[src/sv/hpng_pkg.sv]
// Shared types, constants and rounding and saturation helpers for the stereo noise gate.
// Depends on nothing; every other file of the block imports it.
`default_nettype none
package hpng_pkg;

	localparam int SAMPLE_W = 16;
	localparam int HP_W     = 24;
	localparam int FRAC     = 16;
	localparam int GAIN_W   = FRAC + 1;
	localparam int THR_W    = 14;
	localparam int COEF_W   = 16;
	localparam int PROD_W   = 45;
	localparam int RND_W    = PROD_W - FRAC;
	localparam int ACC_W    = 35;
	localparam int DIV_STEPS = FRAC;
	localparam int DIV_CNT_W = $clog2(DIV_STEPS);

	localparam int CFG_IDX_W  = 3;
	localparam int CFG_DATA_W = 17;

	localparam logic [GAIN_W-1:0] UNITY     = GAIN_W'(1 << FRAC);
	localparam logic [THR_W-1:0]  THR_MAX   = THR_W'(1 << (SAMPLE_W - 3));
	localparam logic [COEF_W-1:0] SMOOTH_LO = COEF_W'(((1 << FRAC) * 5 + 50) / 100);
	localparam logic [COEF_W-1:0] SMOOTH_HI = COEF_W'(((1 << FRAC) * 95 + 50) / 100);
	localparam logic [COEF_W-1:0] HP_COEF_RST = COEF_W'(44250);

	localparam logic signed [RND_W-1:0] SMP_HI_R = RND_W'((1 << (SAMPLE_W - 1)) - 1);
	localparam logic signed [RND_W-1:0] SMP_LO_R = RND_W'(-(1 << (SAMPLE_W - 1)));
	localparam logic signed [RND_W-1:0] HP_HI_R  = RND_W'((1 << (HP_W - 1)) - 1);
	localparam logic signed [RND_W-1:0] HP_LO_R  = RND_W'(-(1 << (HP_W - 1)));

	localparam logic [CFG_IDX_W-1:0] CFG_INPUT_GAIN = 3'd0;
	localparam logic [CFG_IDX_W-1:0] CFG_THRESHOLD  = 3'd1;
	localparam logic [CFG_IDX_W-1:0] CFG_REDUCTION  = 3'd2;
	localparam logic [CFG_IDX_W-1:0] CFG_SMOOTHING  = 3'd3;
	localparam logic [CFG_IDX_W-1:0] CFG_HIGHPASS   = 3'd4;

	typedef enum logic [2:0] {
		LN_NOP,
		LN_GAIN_MUL,
		LN_GAIN_SAT,
		LN_HP_MUL,
		LN_HP_SAT,
		LN_OUT_MUL,
		LN_OUT_SAT
	} lane_op_t;

	typedef enum logic [2:0] {
		MG_NOP,
		MG_NOISE,
		MG_DIV,
		MG_TGT_MUL,
		MG_TGT,
		MG_SM_A,
		MG_SM_B,
		MG_SM_END
	} merge_op_t;

	typedef enum logic [3:0] {
		ST_IDLE,
		ST_GMUL,
		ST_GSAT,
		ST_HMUL,
		ST_HSAT,
		ST_NOISE,
		ST_DIV,
		ST_TMUL,
		ST_TGT,
		ST_SMA,
		ST_SMB,
		ST_SME,
		ST_OMUL,
		ST_OSAT
	} state_t;

	// Round half up and drop the fraction bits of a signed product.
	function automatic logic signed [RND_W-1:0] rnd_sh(input logic signed [PROD_W-1:0] p);
		logic signed [PROD_W-1:0] t;
		t = p + PROD_W'(1 << (FRAC - 1));
		return t[PROD_W-1:FRAC];
	endfunction

	function automatic logic signed [SAMPLE_W-1:0] sat_smp(input logic signed [RND_W-1:0] v);
		logic signed [SAMPLE_W-1:0] r;
		if (v > SMP_HI_R) begin
			r = SMP_HI_R[SAMPLE_W-1:0];
		end else if (v < SMP_LO_R) begin
			r = SMP_LO_R[SAMPLE_W-1:0];
		end else begin
			r = v[SAMPLE_W-1:0];
		end
		return r;
	endfunction

	function automatic logic signed [HP_W-1:0] sat_hp(input logic signed [RND_W-1:0] v);
		logic signed [HP_W-1:0] r;
		if (v > HP_HI_R) begin
			r = HP_HI_R[HP_W-1:0];
		end else if (v < HP_LO_R) begin
			r = HP_LO_R[HP_W-1:0];
		end else begin
			r = v[HP_W-1:0];
		end
		return r;
	endfunction

endpackage
`default_nettype wire

[src/sv/hpng_lane.sv]
// One channel lane: input gain, one-pole high-pass state and output scaling,
// all through one shared multiplier. Depends on hpng_pkg.
`default_nettype none
module hpng_lane import hpng_pkg::*; (
	input  logic                       clk,
	input  logic                       arst_n,
	input  lane_op_t                   op,
	input  logic signed [SAMPLE_W-1:0] sample,
	input  logic [GAIN_W-1:0]          gain,
	input  logic [COEF_W-1:0]          hpc,
	input  logic [GAIN_W-1:0]          level,
	output logic signed [HP_W-1:0]     hp,
	output logic signed [SAMPLE_W-1:0] result
);

	logic signed [PROD_W-1:0]   prod_q;
	logic signed [SAMPLE_W-1:0] gl_q;
	logic signed [SAMPLE_W-1:0] prev_q;
	logic signed [HP_W-1:0]     hp_q;
	logic signed [SAMPLE_W-1:0] out_q;

	logic signed [HP_W+1:0]   diff;
	logic signed [HP_W+2:0]   mul_a;
	logic signed [GAIN_W:0]   mul_b;
	logic signed [PROD_W-1:0] prod;
	logic signed [RND_W-1:0]  rnd;

	assign diff = (HP_W+2)'(hp_q) + (HP_W+2)'(gl_q) - (HP_W+2)'(prev_q);

	always_comb begin
		mul_a = '0;
		mul_b = '0;
		case (op)
			LN_GAIN_MUL: begin
				mul_a = (HP_W+3)'(sample);
				mul_b = signed'({1'b0, gain});
			end
			LN_HP_MUL: begin
				mul_a = (HP_W+3)'(diff);
				mul_b = signed'({2'b00, hpc});
			end
			LN_OUT_MUL: begin
				mul_a = (HP_W+3)'(gl_q);
				mul_b = signed'({1'b0, level});
			end
			default: begin
				mul_a = '0;
				mul_b = '0;
			end
		endcase
	end

	assign prod = PROD_W'(mul_a) * PROD_W'(mul_b);
	assign rnd  = rnd_sh(prod_q);

	always_ff @(posedge clk or negedge arst_n) begin
		if (!arst_n) begin
			hp_q   <= '0;
			prev_q <= '0;
		end else if (op == LN_HP_SAT) begin
			hp_q   <= sat_hp(rnd);
			prev_q <= gl_q;
		end
	end

	always_ff @(posedge clk) begin
		case (op) inside
			LN_GAIN_MUL, LN_HP_MUL, LN_OUT_MUL: prod_q <= prod;
			LN_GAIN_SAT: gl_q <= sat_smp(rnd);
			LN_OUT_SAT: out_q <= sat_smp(rnd);
			default: ;
		endcase
	end

	assign hp     = hp_q;
	assign result = out_q;

endmodule
`default_nettype wire

[config.mk]
export PLATFORM = sky130hd
export DESIGN_NAME = hpng_lane
export DESIGN_NICKNAME = d
export VERILOG_FILES = /design/src/sv/hpng_pkg.sv /design/src/sv/hpng_lane.sv
export SDC_FILE = /design/constraint.sdc
export NUM_CORES = 1
export LEC_CHECK = 0
export BUFFER_PORTS_ARGS = -buffer_cell sky130_fd_sc_hd__buf_2
export CAP_MARGIN = 20
export CORE_MARGIN = 5
export CORE_UTILIZATION = 50
export DETAILED_ROUTE_END_ITERATION = 7
export PLACE_DENSITY = 0.67
export SYNTH_ARGS = -nofsm -noshare
export SYNTH_HDL_FRONTEND = slang
export SYNTH_SLANG_ARGS = --single-unit
export TNS_END_PERCENT = 10
[constraint.sdc]
create_clock -name clk -period 10.15 [get_ports clk]
set_input_delay 0.5075 -clock clk [delete_from_list [all_inputs] [get_ports clk]]
set_output_delay 0.5075 -clock clk [all_outputs]
set_load 0.1 [all_outputs]
==> flow_summary.json <==
{
  "cts_buffers": 9,
  "grt_antenna_before_repair": 0,
  "setup_ws_ps": 380.6,
  "grt_setup_unrepaired": "true",
  "postRouteWirelength_mm": 67.69,
  "initial_cell_density_of_the_core": 0.5056,
  "finalNetCount": 3318,
  "cp_slowest_stage_delay_ps": 570,
  "synth_area_leader_cell": "fa_1",
  "arrival_ps": 9850,
  "path_max_fanout": 14,
  "synth_largest_type_area_fraction": 0.3979,
  "floorplan.core_area_um2": 45480,
  "routabilityCongestion": 0.9569,
  "cts.sinks": 102,
  "cts_buffer_depth": 2,
  "die_h_um": 224.4,
  "critPathLaunchType": "flip-flop",
  "die_w_um": 224.4,
  "fmaxAchievable_mhz": 102.4,
  "routed_wl_per_cell_um": 20.74,
  "power_density_nw_per_um2": 280.1,
  "worst_clock_skew_ps": 12.98,
  "reg2reg_slack_ps": 380,
  "multi_input_area_um2": 17420,
  "final-max-slew-violation-count": 0,
  "worstHoldPathType": "in -> async",
  "final_cell_mix": "611 x inv_1, 457 x fa_1, 270 x nor2_1, 258 x nand2_1, 131 x ha_1",
  "run_status": "complete, no violations",
  "cts.clk_slew.worst_paths_ps": 70,
  "seq_area_um2": 2863,
  "leakage_uw": 0.01242,
  "syn_avg_cell_area_um2": 8.919,
  "drc": 0,
  "worst_slew_pin_slew_ps": 1252,
  "ys_dominant_reg_cell": "edfxtp_1",
  "setup_viol": 0,
  "timing.critical_path.from": "gl_q[0]",
  "die-area_um2": 50370,
  "clk_root_buffer_cell": "clkbuf_16",
  "dp_hpwl_mm": 54.98,
  "endpoint_kind": "flip-flop",
  "globalRouteOverflowTotal": 0,
  "dr.pass1.iters": 7,
  "tns_setup_ps": 0,
  "postCtsSetupRepairBufs": 0,
  "synth.cell_area_um2": 22990,
  "async_set_or_reset_flop_fraction_in_the_synthesized_netlist": 0.3922,
  "period_share": 0.9625,
  "postSynthRegisterBits": 102,
  "hold_violations_final": 0,
  "synth_sequential_area_ratio": 0.1245,
  "end_of_the_worst_register_to_register_path": "prod_q[29]",
  "final.hold.worst_slack_ps": 509.6,
  "final-instance-count-excl-fill": 3264,
  "grt_pass1_vias": 19640,
  "insertion_delay_ps": 360,
  "yosys.cell_types.count": 77,
  "grt_pass1_wl_mm": 108.3,
  "global_route.usage.total": 0.2747,
  "cp_slowest_cell": "fa_1",
  "layout.cells.most_common": "inv_1",
  "nFillCells": 4211,
  "vias": 18280,
  "dpl_worst_slack_ps": 235.9,
  "rows": 78,
  "cts.htree.levels": 3,
  "max_slew_margin": 0.1566,
  "post-route-min-period_ps": 9769,
  "dpl.cell_count": 3244,
  "post_route_cells_drive_above_1_share": 0.09084,
  "synth_cells": 2578,
  "synthesis.yosys.warnings": 0,
  "ant_nets": 0,
  "io_pins": 111,
  "maxCapViolations": 0,
  "routed_via_density": 5.600,
  "area_delta_synth_final_pct": 7.445,
  "cts_tree": "built",
  "drc_violation_total_after_the_first_tritonroute_iteration": 1668,
  "grt_max_degree": 42,
  "critical_path.reg2reg.startpoint": "gl_q[0]",
  "path_class": "reg -> reg",
  "worstSetupEndpoint": "prod_q[29]",
  "critical_path_required_time_ps": 10230,
  "reg2reg_depth": 33,
  "critical_path.most_common_cell": "fa_1",
  "max-vdd-ir-drop_v": 0.0002086,
  "buffer_ports.inserted": 110,
  "antenna-diode-count": 0,
  "number_of_enable_flip_flop_cells_after_synthesis": 62,
  "synth.top_cells.by_area": "fa_1 40%, inv_1 10%, edfxtp_1 8.1%",
  "mappedNetlistNets": 3237
}
## stage by stage
| step | instance area [µm²] | power (µW) | util |
|---|---|---|---|
| 2_1_floorplan | 22990 | 4988 | - |
| 3_3_place_gp | 24320 | 6427 | 0.5347 |
| 3_5_place_dp | 24320 | 6537 | 0.5347 |
| 4_1_cts | 24620 | 6924 | 0.5413 |
| 5_1_grt | 24700 | 7604 | 0.5432 |
| 6_report | 24700 | 6920 | 0.5432 |
## layer usage
layer | up-vias | global-route usage | part of all wire
li1 | 8068 | - | -
met1 | 9217 | 0.3629 | 0.38
met2 | 803 | 0.4626 | 0.48
met3 | 189 | 0.03981 | 0.082
met4 | 0 | 0.1047 | 0.050
met5 | - | 0 | 0
## worst max-delay path: cells and delay by family (launching register included)
kind / cells / cell delay, ps
compound gates: 9 / 2530
xor+xnor: 1 / 150
fa+ha+maj: 10 / 4350
buf+inv: 6 / 340
flops: 1 / 410
simple gates: 7 / 1720
## flip-flops by register name, indices dropped and copies added, names as in the netlist
register / flops
prod_q: 30
hp: 24
gl_q: 16
prev_q: 16
result: 16
## how the worst min path moves through the flow
stage | endpoint | slack [ps]
6_report | hp[18] | 510
3_5_place_dp | prev_q[4] | 500
3_3_place_gp | prev_q[8] | 490
5_1_grt | hp[19] | 520
2_1_floorplan | hp[0] | 210
4_1_cts | hp[20] | 350
## cells in the mapped netlist, drive strengths merged, types with 5 or more instances
| master | count |
|---|---|
| a21oi | 87 |
| nand4 | 15 |
| o311a | 5 |
| o22ai | 12 |
| nor2b | 16 |
| inv | 611 |
| edfxtp | 62 |
| nand2 | 259 |
| a211oi | 5 |
| clkbuf | 89 |
| xnor2 | 52 |
| nor3b | 7 |
| a31oi | 11 |
| o21bai | 9 |
| o21a | 18 |
| a21o | 22 |
| nor2 | 273 |
| fa | 457 |
| xor2 | 26 |
| mux2i | 28 |
| and2 | 32 |
| buf | 15 |
| and3 | 25 |
| o21ai | 66 |
| a211o | 5 |
| nand3 | 47 |
| o22a | 23 |
| dfrtp | 40 |
| ha | 131 |
| o311ai | 14 |
| mux2 | 22 |
| nand2b | 25 |
| nor3 | 11 |
| nor4 | 5 |
## power breakdown
group / leakage [µW] / internal, µW / switching (µW)
clock: 0.000143 / 194 / 163
sequential: 0.00103 / 709 / 159
combinational: 0.0112 / 2030 / 3660
## what timing repair did
| item | CTS | global route |
|---|---|---|
| gates resized for setup | 0 | 10 |
| hold buffers | 0 | 1 |
| endpoints found under the hold margin | 0 | 4 |
| endpoints found under the setup margin | 0 | 14 |
## cell families after synthesis
group,Yosys count,share of synthesized area
mux,50,0.02296
compound gates,311,0.08903
simple gates,733,0.1448
buf+inv,716,0.1198
fa+ha+maj,588,0.4692
flops,102,0.1245
xor+xnor,78,0.02971
## layout make-up
class                      count  area share
multi-input combinational   1760      0.7052
sequential                   102      0.1159
inverter                     611     0.09284
timing repair buffer         175     0.04361
tap                          600     0.03039
clock buffer                  10    0.009269
clock inverter                 6    0.002836
No activity file was read; power rests on OpenSTA's default activity.
