## config.mk

```make
export PLATFORM = sky130hd
export DESIGN_NAME = hpng_merge
export DESIGN_NICKNAME = d
export VERILOG_FILES = /design/src/sv/hpng_pkg.sv /design/src/sv/hpng_merge.sv
export SDC_FILE = /design/constraint.sdc
export NUM_CORES = 2
export LEC_CHECK = 0
export BUFFER_PORTS_ARGS = -buffer_cell sky130_fd_sc_hd__buf_4
export CAP_MARGIN = 20
export CORE_UTILIZATION = 63
export CTS_CLUSTER_SIZE = 12
export DETAILED_ROUTE_END_ITERATION = 8
export PLACE_DENSITY = 0.79
export SYNTH_ARGS = -nofsm -noshare
export SYNTH_HDL_FRONTEND = slang
export SYNTH_SLANG_ARGS = --single-unit
```

## constraint.sdc

```tcl
create_clock -name clk -period 10.52 [get_ports clk]
set_clock_uncertainty 0.2 [all_clocks]
set_input_delay 1.578 -clock clk [delete_from_list [all_inputs] [get_ports clk]]
set_output_delay 1.578 -clock clk [all_outputs]
set_load 0.02 [all_outputs]
```

## src/sv/hpng_pkg.sv

```systemverilog
// Shared types, constants and rounding and saturation helpers for the stereo noise gate.
// Depends on nothing; every other file of the block imports it.
`default_nettype none
package hpng_pkg;

	localparam int SAMPLE_W = 16;
	localparam int HP_W     = 24;
	localparam int FRAC     = 16;
	localparam int GAIN_W   = FRAC + 1;
	localparam int THR_W    = 14;
	localparam int COEF_W   = 16;
	localparam int PROD_W   = 45;
	localparam int RND_W    = PROD_W - FRAC;
	localparam int ACC_W    = 35;
	localparam int DIV_STEPS = FRAC;
	localparam int DIV_CNT_W = $clog2(DIV_STEPS);

	localparam int CFG_IDX_W  = 3;
	localparam int CFG_DATA_W = 17;

	localparam logic [GAIN_W-1:0] UNITY     = GAIN_W'(1 << FRAC);
	localparam logic [THR_W-1:0]  THR_MAX   = THR_W'(1 << (SAMPLE_W - 3));
	localparam logic [COEF_W-1:0] SMOOTH_LO = COEF_W'(((1 << FRAC) * 5 + 50) / 100);
	localparam logic [COEF_W-1:0] SMOOTH_HI = COEF_W'(((1 << FRAC) * 95 + 50) / 100);
	localparam logic [COEF_W-1:0] HP_COEF_RST = COEF_W'(44250);

	localparam logic signed [RND_W-1:0] SMP_HI_R = RND_W'((1 << (SAMPLE_W - 1)) - 1);
	localparam logic signed [RND_W-1:0] SMP_LO_R = RND_W'(-(1 << (SAMPLE_W - 1)));
	localparam logic signed [RND_W-1:0] HP_HI_R  = RND_W'((1 << (HP_W - 1)) - 1);
	localparam logic signed [RND_W-1:0] HP_LO_R  = RND_W'(-(1 << (HP_W - 1)));

	localparam logic [CFG_IDX_W-1:0] CFG_INPUT_GAIN = 3'd0;
	localparam logic [CFG_IDX_W-1:0] CFG_THRESHOLD  = 3'd1;
	localparam logic [CFG_IDX_W-1:0] CFG_REDUCTION  = 3'd2;
	localparam logic [CFG_IDX_W-1:0] CFG_SMOOTHING  = 3'd3;
	localparam logic [CFG_IDX_W-1:0] CFG_HIGHPASS   = 3'd4;

	typedef enum logic [2:0] {
		LN_NOP,
		LN_GAIN_MUL,
		LN_GAIN_SAT,
		LN_HP_MUL,
		LN_HP_SAT,
		LN_OUT_MUL,
		LN_OUT_SAT
	} lane_op_t;

	typedef enum logic [2:0] {
		MG_NOP,
		MG_NOISE,
		MG_DIV,
		MG_TGT_MUL,
		MG_TGT,
		MG_SM_A,
		MG_SM_B,
		MG_SM_END
	} merge_op_t;

	typedef enum logic [3:0] {
		ST_IDLE,
		ST_GMUL,
		ST_GSAT,
		ST_HMUL,
		ST_HSAT,
		ST_NOISE,
		ST_DIV,
		ST_TMUL,
		ST_TGT,
		ST_SMA,
		ST_SMB,
		ST_SME,
		ST_OMUL,
		ST_OSAT
	} state_t;

	// Round half up and drop the fraction bits of a signed product.
	function automatic logic signed [RND_W-1:0] rnd_sh(input logic signed [PROD_W-1:0] p);
		logic signed [PROD_W-1:0] t;
		t = p + PROD_W'(1 << (FRAC - 1));
		return t[PROD_W-1:FRAC];
	endfunction

	function automatic logic signed [SAMPLE_W-1:0] sat_smp(input logic signed [RND_W-1:0] v);
		logic signed [SAMPLE_W-1:0] r;
		if (v > SMP_HI_R) begin
			r = SMP_HI_R[SAMPLE_W-1:0];
		end else if (v < SMP_LO_R) begin
			r = SMP_LO_R[SAMPLE_W-1:0];
		end else begin
			r = v[SAMPLE_W-1:0];
		end
		return r;
	endfunction

	function automatic logic signed [HP_W-1:0] sat_hp(input logic signed [RND_W-1:0] v);
		logic signed [HP_W-1:0] r;
		if (v > HP_HI_R) begin
			r = HP_HI_R[HP_W-1:0];
		end else if (v < HP_LO_R) begin
			r = HP_LO_R[HP_W-1:0];
		end else begin
			r = v[HP_W-1:0];
		end
		return r;
	endfunction

endpackage
`default_nettype wire

```

## src/sv/hpng_merge.sv

```systemverilog
// Merging stage: noise level from both lanes, serial divide against the
// threshold, target gain and the gain smoother. Depends on hpng_pkg.
`default_nettype none
module hpng_merge import hpng_pkg::*; (
	input  logic                   clk,
	input  logic                   arst_n,
	input  merge_op_t              op,
	input  logic signed [HP_W-1:0] hp_l,
	input  logic signed [HP_W-1:0] hp_r,
	input  logic [THR_W-1:0]       thr,
	input  logic [GAIN_W-1:0]      red,
	input  logic [COEF_W-1:0]      smooth,
	output logic [GAIN_W-1:0]      gain,
	output logic                   div_done
);

	logic [GAIN_W-1:0]    sg_q;
	logic                 gate_q;
	logic [THR_W-1:0]     rem_q;
	logic [FRAC-1:0]      quo_q;
	logic [DIV_CNT_W-1:0] cnt_q;
	logic [ACC_W-1:0]     acc_q;
	logic [GAIN_W-1:0]    tgt_q;

	logic [HP_W-1:0]  abs_l;
	logic [HP_W-1:0]  abs_r;
	logic [HP_W:0]    sum;
	logic [HP_W-1:0]  noise;
	logic [THR_W:0]   rem2;
	logic             take;
	logic [ACC_W-1:0] acc_rnd;
	logic [ACC_W-FRAC-1:0] rnd;

	assign abs_l = hp_l[HP_W-1] ? HP_W'(-hp_l) : HP_W'(hp_l);
	assign abs_r = hp_r[HP_W-1] ? HP_W'(-hp_r) : HP_W'(hp_r);
	assign sum   = {1'b0, abs_l} + {1'b0, abs_r};
	assign noise = sum[HP_W:1];

	// Restoring division: the remainder stays below the threshold whenever the starting noise level is below it.
	assign rem2 = {rem_q, 1'b0};
	assign take = rem2 >= {1'b0, thr};

	assign acc_rnd = acc_q + ACC_W'(1 << (FRAC - 1));
	assign rnd     = acc_rnd[ACC_W-1:FRAC];

	assign div_done = (op == MG_DIV) && (cnt_q == DIV_CNT_W'(DIV_STEPS - 1));

	always_ff @(posedge clk or negedge arst_n) begin
		if (!arst_n) begin
			sg_q <= UNITY;
		end else if (op == MG_SM_END) begin
			sg_q <= (rnd > (ACC_W-FRAC)'(UNITY)) ? UNITY : rnd[GAIN_W-1:0];
		end
	end

	always_ff @(posedge clk) begin
		case (op)
			MG_NOISE: begin
				gate_q <= (thr != '0) && (noise < HP_W'(thr));
				rem_q  <= noise[THR_W-1:0];
				quo_q  <= '0;
				cnt_q  <= '0;
			end
			MG_DIV: begin
				rem_q <= take ? THR_W'(rem2 - {1'b0, thr}) : rem2[THR_W-1:0];
				quo_q <= {quo_q[FRAC-2:0], take};
				cnt_q <= cnt_q + 1'b1;
			end
			MG_TGT_MUL: acc_q <= ACC_W'(red) * ACC_W'(UNITY - {1'b0, quo_q});
			MG_TGT: tgt_q <= gate_q ? (UNITY - rnd[GAIN_W-1:0]) : UNITY;
			MG_SM_A: acc_q <= ACC_W'(sg_q) * ACC_W'(smooth);
			MG_SM_B: acc_q <= acc_q + ACC_W'(tgt_q) * ACC_W'(UNITY - {1'b0, smooth});
			default: ;
		endcase
	end

	assign gain = sg_q;

endmodule
`default_nettype wire
```

==> metrics.md <==
| Metric | Value |
|---|---|
| Status | `finished, final reports clean` |
| Vias in the first global route | `31300` |
| Max-Cap Viols | `0` |
| Core Region | `0.0602 mm²` |
| First-pass GRT wire length | `165000 µm` |
| Setup-failing EPs final | `0` |
| Post-CTS setup buffer count | `0` |
| DRC viols | `0` |
| Met3 WL | `7750 µm` |
| Top Ports | `118` |
| Prevailing post-synth register cell | `edfxtp_1` |
| Overflow after GRT | `0` |
| Synth unique cells | `82` |
| Cells after synthesis | `4460` |
| Post-Synth XOR/XNOR Area | `4.84%` |
| Syn Nets | `5660` |
| Starting density of the core | `63.6%` |
| CP endpoint | `acc_q[32]$_DFFE_PP_` |
| Initial antenna violation count | `2` |
| TritonCTS clock tree | `done` |
| Detailed placer's ending HPWL | `80200 µm` |
| Drt via density | `5.75` |
| Top routing layer in use | `met5` |
| Reg-to-Reg End | `acc_q[32]$_DFFE_PP_` |
| Synthesized area per cell | `8.60 µm²` |
| Reg2reg path depth | `28` |
| Setup WS post-layout | `1450 ps` |
| Sink Count | `104` |
| RePlAce Congestion | `0.972` |
| CP Launch Point | `quo_q[0]$_SDFFCE_PN0P_` |
| CP dominant cell by count | `fa_1` |
| Met2 wire length | `46100 µm` |
| Pre-CTS setup slack | `1190 ps` |
| Fin crit period | `9070 ps` |
| CTS Hold Buffers Added | `0` |
| Simple-gate share of the synthesized area | `17.8%` |
| Die ar. | `0.0619 mm²` |
| Final nets | `5657` |
| Crit path launch type | `register` |
| Clock-pin slew on the worst setup and hold paths | `80 ps` |
| Antenna viol nets, final | `0` |
| Maximum buffer depth of the clock tree | `2` |
| Std cell rows | `90` |
| Fraction of layout cells with a size suffix above 1 | `4.59%` |
| Post-Synth Adder-Cell Area | `49.5%` |
| Post-Route WL | `98300 µm` |
| Area growth syn-to-layout | `4.95%` |
| H-Tree Depth | `3` |
| Clock Tree Root | `clkbuf_16` |
| Compound-gate portion of the synthesized area | `8.38%` |
| Die Width | `249 µm` |
| Worst-Margin Slew | `1060 ps` |
| Final hold vios | `0` |
| Largest family of logic cells by synthesized area | `adder cells` |
| Slew HR | `29.0%` |
| Placed cells | `5226` |
| Initial drt markers | `2235` |
| Worst Path Arrival | `8990 ps` |
| CP Max Fanout | `19` |
| Cts bufs inserted | `9` |
| Mux contribution to synthesized area | `0.261%` |
| CTS resizes | `0` |
| Metal-1 WL | `41200 µm` |
| Seq/Total Area, Yosys | `7.93%` |
| Setup crit end kind | `register` |
| Total GRT Usage | `33.5%` |
| Post-synth EDFFs | `87` |
| Hold Crit Class | `register to register` |
| Flops & latches, synth | `104` |
| CP max stage delay | `730 ps` |
| Req. time, crit path | `10440 ps` |
| Syn. warnings | `0` |
| Register-to-register setup slack | `1450 ps` |
| Finished Layout Cells | `5244` |
| Slowest CP cell | `edfxtp_1` |
| Worst reg2reg startpoint | `quo_q[0]$_SDFFCE_PN0P_` |
| Routed length per placed instance | `18.8 µm` |
| Die Span Y | `249 µm` |
| Port bufs | `117` |
| Netlist Area Pre-Place | `0.0383 mm²` |
| Part of the cycle the worst path needs | `86.2%` |
| CP Class | `register to register` |
| Count of pins over their slew limit | `0` |
| # diodes | `0` |
| Async SR Flop Fraction | `16.3%` |
| Fin Setup TNS | `0 ps` |
| Largest net degree at the start of global routing | `36` |
| Vias | `30100` |
| RSZ-0062 raised after global routing | `no` |
| Initial DRT Pass Iterations | `6` |
| F_max | `110 MHz` |
| Clk Latency, worst-skew pair | `390 ps` |
## sequential cells by signal, summed over array words and instances (netlist names)
| register | count |
|---|---|
| cnt_q | 4 |
| gate_q | 1 |
| quo_q | 16 |
| gain | 17 |
| rem_q | 14 |
| tgt_q | 17 |
| acc_q | 35 |
## routing by layer
layer	up-vias	GRT usage, %
met3	174	4.55
met5	-	0
met4	2	11.0
li1	13800	-
met1	15000	46.5
met2	1207	54.4
## critical path: cells and delay by family, from the launching register on
kind	cells	cell delay (ps)
fa+ha+maj	8	3470
mux	1	240
compound gates	7	1980
xor+xnor	1	230
simple gates	5	1320
buf+inv	6	630
flops	1	730
## worst min-delay path by stage
stage	endpoint	cells past startpoint	slack, ps	from
2_1_floorplan	cnt_q[0]$_SDFFCE_PN0P_	1	360	cnt_q[0]$_SDFFCE_PN0P_
3_3_place_gp	cnt_q[0]$_SDFFCE_PN0P_	1	380	cnt_q[0]$_SDFFCE_PN0P_
3_5_place_dp	cnt_q[0]$_SDFFCE_PN0P_	1	400	cnt_q[0]$_SDFFCE_PN0P_
4_1_cts	cnt_q[0]$_SDFFCE_PN0P_	1	410	cnt_q[0]$_SDFFCE_PN0P_
5_1_grt	cnt_q[0]$_SDFFCE_PN0P_	1	460	cnt_q[0]$_SDFFCE_PN0P_
6_report	cnt_q[0]$_SDFFCE_PN0P_	1	410	cnt_q[0]$_SDFFCE_PN0P_
## cells in the final DEF (no fill, tap or decap), types with 19 or more instances in the layout
cell / synthesis / layout
fa_1: 693 / 693
nor2b_1: 19 / 19
a21o_1: 47 / 47
nand3_1: 43 / 43
xor2_1: 62 / 60
nand2b_1: 28 / 28
nor2_1: 99 / 99
xnor2_1: 150 / 144
and2_1: 397 / 397
inv_1: 973 / 973
o21ai_1: 19 / 19
o21ai_0: 115 / 113
ha_1: 407 / 407
and3_1: 28 / 28
nand4_1: 23 / 23
buf_4: 2 / 159
nor3_1: 46 / 45
nand2_1: 633 / 633
edfxtp_1: 87 / 87
a21oi_1: 116 / 116
## per-stage QoR
| step | instance area [µm²] | util (%) | hold slack, ps |
|---|---|---|---|
| after floorplan | 38300 | - | 363 |
| after global placement | 39900 | 66.3 | 384 |
| after detailed placement | 39900 | 66.3 | 400 |
| after CTS | 40200 | 66.8 | 414 |
| after global routing | 40200 | 66.8 | 455 |
| final | 40200 | 66.8 | 409 |
## synthesized netlist by cell type (16+ instances only)
master,n,area share [%]
nor3_1,46,0.60
nand3_1,43,0.56
and2_1,397,6.5
nor2b_1,19,0.31
a211oi_1,17,0.33
nand2b_1,28,0.46
a21o_1,47,0.92
xor2_1,62,1.4
a21oi_1,116,1.5
o21ai_1,19,0.25
fa_1,693,36
nor2_1,99,0.97
ha_1,407,13
a22oi_1,16,0.31
dfrtp_1,16,1.0
clkbuf_1,162,1.6
o21ai_0,115,1.5
edfxtp_1,87,6.8
inv_1,973,9.5
xnor2_1,150,3.4
nand4_1,23,0.38
and3_1,28,0.46
nand2_1,633,6.2
## cell families after synthesis
logic type      Yosys count
simple gates           1391
flops                   104
compound gates          495
mux                      10
xor+xnor                212
fa+ha+maj              1100
buf+inv                1148
## area by class of cell
| type | instances | area [µm²] |
|---|---|---|
| clock inverters | 7 | 81.3 |
| well taps | 782 | 978 |
| clock buffers | 9 | 225 |
| multi-input cells | 3208 | 31100 |
| fillers | 5029 | 20000 |
| inverters | 974 | 3660 |
| repair buffers | 160 | 1200 |
| flip-flops and latches | 104 | 3040 |
Power is left out: the tool's default activity adds up to more than one toggle a clock period on the data nets, which glitch-free logic cannot reach.
